### config.mk
export PLATFORM = sky130hd
export DESIGN_NAME = omx_divider
export DESIGN_NICKNAME = d
export VERILOG_FILES = /design/src/rtl/omx_pkg.sv /design/src/rtl/omx_divider.sv
export SDC_FILE = /design/constraint.sdc
export NUM_CORES = 2
export LEC_CHECK = 0
export CAP_MARGIN = 30
export CORE_MARGIN = 3
export CORE_UTILIZATION = 40
export CTS_CLUSTER_DIAMETER = 100
export CTS_CLUSTER_SIZE = 8
export DETAILED_ROUTE_END_ITERATION = 16
export DONT_BUFFER_PORTS = 1
export REMOVE_ABC_BUFFERS = 1
export SLEW_MARGIN = 10
export SYNTH_ARGS = -nofsm -noshare
export SYNTH_HDL_FRONTEND = slang
export SYNTH_SLANG_ARGS = --single-unit
export TNS_END_PERCENT = 20
### constraint.sdc
create_clock -name clock -period 3.65 [get_ports clock]
set_input_delay 0.1825 -clock clock [delete_from_list [all_inputs] [get_ports clock]]
set_output_delay 0.1825 -clock clock [all_outputs]
set_load 0.01 [all_outputs]
### src/rtl/omx_pkg.sv
package omx_pkg;

   // Default fraction width of the sine and cosine tables.
   localparam int TRIG_FRAC_BITS_DEF = 15;

   // Datapath widths.
   localparam int VQ_W     = 18;  // signed Q16 values within about +/-1.8
   localparam int SUM_W    = 20;  // signed wheel sums before the divide by three
   localparam int ABS_W    = 19;  // magnitude of a wheel sum plus one
   localparam int MAG_W    = 17;  // wheel drive magnitude in Q16
   localparam int SPD_W    = 7;
   localparam int SPD255_W = 15;
   localparam int NUM_W    = 32;  // speed * 255 * magnitude
   localparam int DEN_W    = 24;  // largest magnitude * 100
   localparam int QUO_W    = 9;   // quotient never exceeds 127 * 255 / 100
   localparam int MOTORS   = 3;
   localparam int DIR_W    = 2 * MOTORS;

   // Constants of the mix.
   localparam int SQRT3_Q16  = 113512;
   localparam int RECIP3_K   = 349526;  // ceil(2^20 / 3)
   localparam int RECIP3_SH  = 20;
   localparam int PCT_SCALE  = 100;
   localparam int FULL_BYTE  = 255;

   // Cycles from the accepting edge to the edge that takes the result word.
   localparam int RSP_LATENCY = 16;

   localparam longint Q30_ONE     = 64'sd1 << 30;
   localparam longint PI_Q30      = 64'sd3373259426;
   localparam longint HALF_PI_Q30 = 64'sd1686629713;

   typedef logic signed [VQ_W-1:0] vq_type;
   typedef vq_type trig_tab_type [512];
   typedef logic [7:0] byte_tab_type [256];

   // Flags that travel with every word through the pipeline.
   typedef struct packed {
      logic       valid;
      logic       stop;
      logic       zero;
      logic [7:0] zmag;
      logic [DIR_W-1:0] zdir;
   } side_type;

   // Word handed from the mixing front end to the divider.
   typedef struct packed {
      side_type                      side;
      logic [MOTORS-1:0][NUM_W-1:0]  num;
      logic [DEN_W-1:0]              den;
      logic [DIR_W-1:0]              dir;
      logic                          ezero;
   } div_in_type;

   // Rounded shift right, ties away from zero.
   function automatic longint omx_rshift(longint n, int s);
      longint m;
      longint q;
      m = (n < 0) ? -n : n;
      q = (s > 0) ? ((m + (64'sd1 <<< (s - 1))) >>> s) : m;
      return (n < 0) ? -q : q;
   endfunction

   function automatic longint omx_mulq30(longint x, longint y);
      return (x * y + (64'sd1 <<< 29)) >>> 30;
   endfunction

   // Divide a Taylor series term by k * (k + 1), for k from 1 to 28.
   function automatic longint omx_div_series(longint x, int k);
      case (k)
         1:  return x / 2;
         2:  return x / 6;
         3:  return x / 12;
         4:  return x / 20;
         5:  return x / 30;
         6:  return x / 42;
         7:  return x / 56;
         8:  return x / 72;
         9:  return x / 90;
         10: return x / 110;
         11: return x / 132;
         12: return x / 156;
         13: return x / 182;
         14: return x / 210;
         15: return x / 240;
         16: return x / 272;
         17: return x / 306;
         18: return x / 342;
         19: return x / 380;
         20: return x / 420;
         21: return x / 462;
         22: return x / 506;
         23: return x / 552;
         24: return x / 600;
         25: return x / 650;
         26: return x / 702;
         27: return x / 756;
         28: return x / 812;
         default: return 64'sd0;
      endcase
   endfunction

   // Sine or cosine of a heading code, in Q16, through Q1.tfb.
   function automatic longint omx_trig_q16(int code, int tfb, bit want_cos);
      longint head;
      longint t;
      longint num;
      longint a;
      longint ts;
      longint tc;
      longint ss;
      longint cs;
      longint v;
      longint vf;
      bit     neg_t;
      bit     flip;
      head = (code >= 256) ? longint'(code) - 512 : longint'(code);
      num  = (90 - head) * 314 * Q30_ONE;
      t    = (((num < 0) ? -num : num) + 9000) / 18000;
      if (num < 0) t = -t;
      if (t > PI_Q30) t = t - 2 * PI_Q30;
      if (t < -PI_Q30) t = t + 2 * PI_Q30;
      neg_t = (t < 0);
      a     = neg_t ? -t : t;
      flip  = (a > HALF_PI_Q30);
      if (flip) a = PI_Q30 - a;
      ts = a;
      tc = Q30_ONE;
      ss = a;
      cs = Q30_ONE;
      for (int n = 1; n <= 14; n++) begin
         ts = omx_div_series(omx_mulq30(omx_mulq30(ts, a), a), 2 * n);
         tc = omx_div_series(omx_mulq30(omx_mulq30(tc, a), a), 2 * n - 1);
         if ((n % 2) == 1) begin
            ss = ss - ts;
            cs = cs - tc;
         end else begin
            ss = ss + ts;
            cs = cs + tc;
         end
      end
      if (flip) cs = -cs;
      if (neg_t) ss = -ss;
      v  = want_cos ? cs : ss;
      vf = omx_rshift(v, 30 - tfb);
      if (tfb >= 16) return omx_rshift(vf, tfb - 16);
      return vf * (64'sd1 <<< (16 - tfb));
   endfunction

   function automatic trig_tab_type omx_trig_tab(int tfb, bit want_cos);
      trig_tab_type tab;
      for (int i = 0; i < 512; i++) begin
         tab[i] = VQ_W'(omx_trig_q16(i, tfb, want_cos));
      end
      return tab;
   endfunction

   // Rotation in Q16: rot * 65536 / 100, rounded.
   function automatic trig_tab_type omx_r16_tab();
      trig_tab_type tab;
      longint rot;
      longint m;
      for (int i = 0; i < 512; i++) begin
         rot = longint'(i % 256);
         if (rot >= 128) rot = rot - 256;
         m = ((((rot < 0) ? -rot : rot) * 65536) + 50) / 100;
         tab[i] = VQ_W'((rot < 0) ? -m : m);
      end
      return tab;
   endfunction

   // Zero-speed magnitude: |rot| * 255 / 100, saturated.
   function automatic byte_tab_type omx_zmag_tab();
      byte_tab_type tab;
      longint rot;
      longint m;
      for (int i = 0; i < 256; i++) begin
         rot = longint'(i);
         if (rot >= 128) rot = rot - 256;
         m = (((rot < 0) ? -rot : rot) * 255) / 100;
         tab[i] = (m > 255) ? 8'd255 : 8'(m);
      end
      return tab;
   endfunction

endpackage

### src/rtl/omx_divider.sv
module omx_divider (
   input  logic                                             clock,
   input  logic                                             reset,
   input  omx_pkg::div_in_type                              div_in,
   output omx_pkg::side_type                                side_out,
   output logic [omx_pkg::MOTORS-1:0][omx_pkg::QUO_W-1:0]   quo_out,
   output logic [omx_pkg::DIR_W-1:0]                        dir_out,
   output logic                                             ezero_out
);
   import omx_pkg::*;

   // One quotient bit per stage, most significant first, for all wheels.
   div_in_type                   stg_ff [QUO_W];
   logic [MOTORS-1:0][QUO_W-1:0] quo_ff [QUO_W];

   for (genvar j = 0; j < QUO_W; j++) begin : g_stage
      localparam int BIT = QUO_W - 1 - j;

      div_in_type                   prev;
      logic [MOTORS-1:0][QUO_W-1:0] prev_quo;
      div_in_type                   nxt;
      logic [MOTORS-1:0][QUO_W-1:0] nxt_quo;
      logic [NUM_W:0]               shifted;
      logic [NUM_W:0]               rem;

      if (j == 0) begin : g_first
         assign prev     = div_in;
         assign prev_quo = '0;
      end else begin : g_rest
         assign prev     = stg_ff[j-1];
         assign prev_quo = quo_ff[j-1];
      end

      // Trial subtract of the shifted divisor from each remainder.
      always_comb begin
         nxt     = prev;
         nxt_quo = prev_quo;
         shifted = (NUM_W+1)'(prev.den) << BIT;
         rem     = '0;
         for (int k = 0; k < MOTORS; k++) begin
            rem = {1'b0, prev.num[k]};
            if (rem >= shifted) begin
               nxt.num[k]      = NUM_W'(rem - shifted);
               nxt_quo[k][BIT] = 1'b1;
            end
         end
      end

      always_ff @(posedge clock) begin
         if (reset) begin
            stg_ff[j].side.valid <= 1'b0;
         end else begin
            stg_ff[j].side.valid <= nxt.side.valid;
         end
         stg_ff[j].side.stop <= nxt.side.stop;
         stg_ff[j].side.zero <= nxt.side.zero;
         stg_ff[j].side.zmag <= nxt.side.zmag;
         stg_ff[j].side.zdir <= nxt.side.zdir;
         stg_ff[j].num   <= nxt.num;
         stg_ff[j].den   <= nxt.den;
         stg_ff[j].dir   <= nxt.dir;
         stg_ff[j].ezero <= nxt.ezero;
         quo_ff[j]       <= nxt_quo;
      end
   end

   assign side_out  = stg_ff[QUO_W-1].side;
   assign quo_out   = quo_ff[QUO_W-1];
   assign dir_out   = stg_ff[QUO_W-1].dir;
   assign ezero_out = stg_ff[QUO_W-1].ezero;

endmodule

==> impl_metrics.yaml <==
outcome:
  outcome: "complete, but fails checks"
  violations: "negative setup slack"
setup_path:
  cp-end-kind: "flop"
  crit_required_ns: 4.37
  cp_max_fo: 13
  crit_top_cell: "dlygate4sd3_1"
  path_cells: "dlygate4sd3_1, inv_1, ha_1, fa_1, nor2b_2, o31a_1, o2111ai_2, a31oi_4, a21oi_2, a31oi_1, nand4bb_4, a31o_4, buf_12, mux2_2, dlygate4sd3_1"
  critPathMaxStageDelay_ns: 0.57
  cp.arrival_ns: 4.37
  cp-start-kind: "input port"
  critPathKind: "in -> reg"
  crit_slowest_cell: "dlygate4sd3_1"
logic_synthesis:
  syn_avg_cell_area_sq_um: 9.07
  ys_warn_count: 0
  synth_top_family_by_area: "compound AO/OA/AOI/OAI gates"
  yosys.area_share.xor_xnor_pct: 7.02
  yosys.area_share.simple_pct: 13.9
  synth-compound-area-share_pct: 20.3
  synth_common_cells: "1,311 x dfxtp_1, 669 x a21oi_1, 648 x ha_1"
  ys_seq_area_share_pct: 39.9
  netlist_top_cells_area: "dfxtp_1 40%, ha_1 12%, a21oi_1 5.1%"
  synth-edff-count: 0
  synth_most_common_cell: "dfxtp_1"
  synth.distinct_cells: 101
  syn_inst: 7257
  synth_async_sr_flop_share_pct: 0
  synth_top_cell_by_area: "dfxtp_1"
  ys_seq_elements: 1311
  syn_area_sq_um: 65900
  netlist.area_leader.share_pct: 39.9
  synth_mux_area_share_pct: 2.37
  post_synth_fa_ha_maj_area_fraction_pct: 13.0
  ys.flop_type: "dfxtp_1"
final_layout:
  fin_nets: 8535
  nFillCells: 15356
  drive_gt1_share_pct: 7.95
  stdcell_count: 9911
  area_delta_synth_final_pct: 17.3
sta:
  fin_skew_ns: 0.0449
  finalHoldViolCount: 0
  final.setup.tns_ns: -0.00573
  whs_ns: 0.0314
  fin_crit_sh_pct: 100
  finalWorstSetupSlack_ns: -0.00319
  clock.fmax_mhz: 274
  fin_crit_ns: 3.65
  worst_pin_slew_ns: 0.906
  slew_headroom_pct: 39.2
  setup_viol: 2
  slew_viol_final: 0
route:
  wl_per_cell_um: 20.5
  drt-total-wl_um: 203000
  drc: 0
  routed_via_density: 5.42
  vias: 53734
  firstDrtPassIters: 6
  dr.first_iter.drc_count: 2913
  postRouteAntennaNets: 0
die:
  core_area_sq_um: 163000
  rows: 148
  io_pins: 197
  die_h_um: 412
  dieArea_sq_um: 170000
  start_util_pct: 40.4
  fp.dieW_um: 412
placement:
  place_ws_ns: -0.0958
  dp.cells: 9442
  gp_congestion: 0.949
  port_buffers: 0
  hpwl_um: 164000
grt:
  antenna_found_initial: 5
  grt_max_degree: 50
  grt_pass1_vias: 54693
  grt_use_total_pct: 23.4
  grt_pass1_wl_um: 308000
  grt_overflow: 0
flow_run:
  maxCapViolCount: 0
cts:
  numCtsBuffers: 182
  clock_latency_ns: 0.84
  cts_buffer_depth: 3
  root_buffer: "clkbuf_16"
  cts_tree: "done"
  numClockSinks: 1311
  ctsHtreeMaxLevel: 4
  clk_pin_slew_worst_paths_ns: 0.06
power_and_ir_drop:
  power.density_nw_per_um2: 938
  peakVddDrop_mv: 0.556
  power_leakage_nw: 34.0
min_path:
  min_path_type: "in -> reg"
critical path: cells and delay by family:
kind                     cells  cell delay, ns
AO/OA/AOI/OAI                6            1.39
buffers and inverters        4            1.35
adder cells (fa/ha/maj)      2            0.67
AND/OR/NAND/NOR              2            0.39
multiplexers                 1            0.34
state kept, by name (all words and copies together) (netlist names):
register / cells
stg_ff: 1176
quo_ff: 135
cell families (layout without fill, tap and decap cells):
logic type | Yosys count | in the layout
AOI/OAI and AO/OA | 2128 | 2128
xor gates and xnor gates | 528 | 528
adders and majority gates | 672 | 672
buffers and inverters | 593 | 1067
DFF | 1311 | 1311
muxes | 134 | 134
other | 0 | 5
and+or+nand+nor | 1891 | 1891
report_power, final:
group,leakage [nW],internal [W],switching (W)
clock,2.39,0.00884,0.00614
combinational,20.6,0.0154,0.0196
sequential,11.0,0.0190,0.00345
total,34.0,0.0433,0.0292
layout make-up:
class | instances | area (sq um) | area share [%]
multi-input cells | 5353 | 37500 | 48.5
inverters | 413 | 1550 | 2.01
clock buffers | 183 | 4580 | 5.93
well taps | 2175 | 2720 | 3.52
diodes | 5 | 12.5 | 0.0162
clock inverters | 15 | 309 | 0.400
flip-flops and latches | 1311 | 26200 | 34.0
repair buffers | 456 | 4340 | 5.61
layer usage:
layer	part of all wire (%)	vias up	GRT usage (%)
met4	5.2	0	11.6
met3	4.1	448	2.81
met1	41	25052	27.0
li1	-	26738	-
met5	0	-	0
met2	50	1496	42.4
repair_timing:
item                                    CTS  global route
cloned                                    0             1
hold buffers                            257             4
hold endpoints to repair                155             4
setup buffers                             0             4
pin swaps                                 0             6
resized for setup                         1            25
endpoints found under the setup margin   10            49
path summary, 6_finish.rpt:
path | start | endpoint | slack, ns | depth (start not counted)
worst min register to register | quo_ff[4][7] | quo_ff[5][7] | 0.31 | 0
worst min-delay path | div_in[7] | stg_ff[0][71] | 0.03 | 3
worst max register to register | stg_ff[5][7] | stg_ff[6][59] | 0.12 | 14
worst max-delay path | div_in[103] | stg_ff[0][105] | -0.003 | 15
cells in the final DEF, fill, tap and decap left out, types with 22 or more instances in the layout:
cell type	n
clkbuf_16	184
nor3_1	120
xnor2_1	305
inv_1	410
xor2_1	223
nand3_1	102
dfxtp_1	1311
o21bai_1	76
and2_1	28
or2_2	22
nor4_1	51
and3_1	47
nand2b_1	86
o21a_1	95
nand2_1	531
buf_4	175
o21ai_0	487
o31ai_1	52
a21boi_0	24
nor2b_1	104
nand4_1	99
dlygate4sd3_1	259
a211oi_1	64
fa_1	24
mux2_2	100
nor2_1	534
a21o_1	304
a31oi_1	63
ha_1	646
a21oi_1	664
or3_1	42
o211ai_1	49
per-stage QoR:
stage | util, % | area (sq um) | power, W
3_3_place_gp | 42.6 | 69600 | 0.0566
4_1_cts | 47.2 | 77000 | 0.0726
5_1_grt | 47.4 | 77300 | 0.0775
3_5_place_dp | 42.6 | 69600 | 0.0569
2_1_floorplan | - | 65100 | 0.0459
6_report | 47.4 | 77300 | 0.0724
No activity file was read; power rests on OpenSTA's default activity.
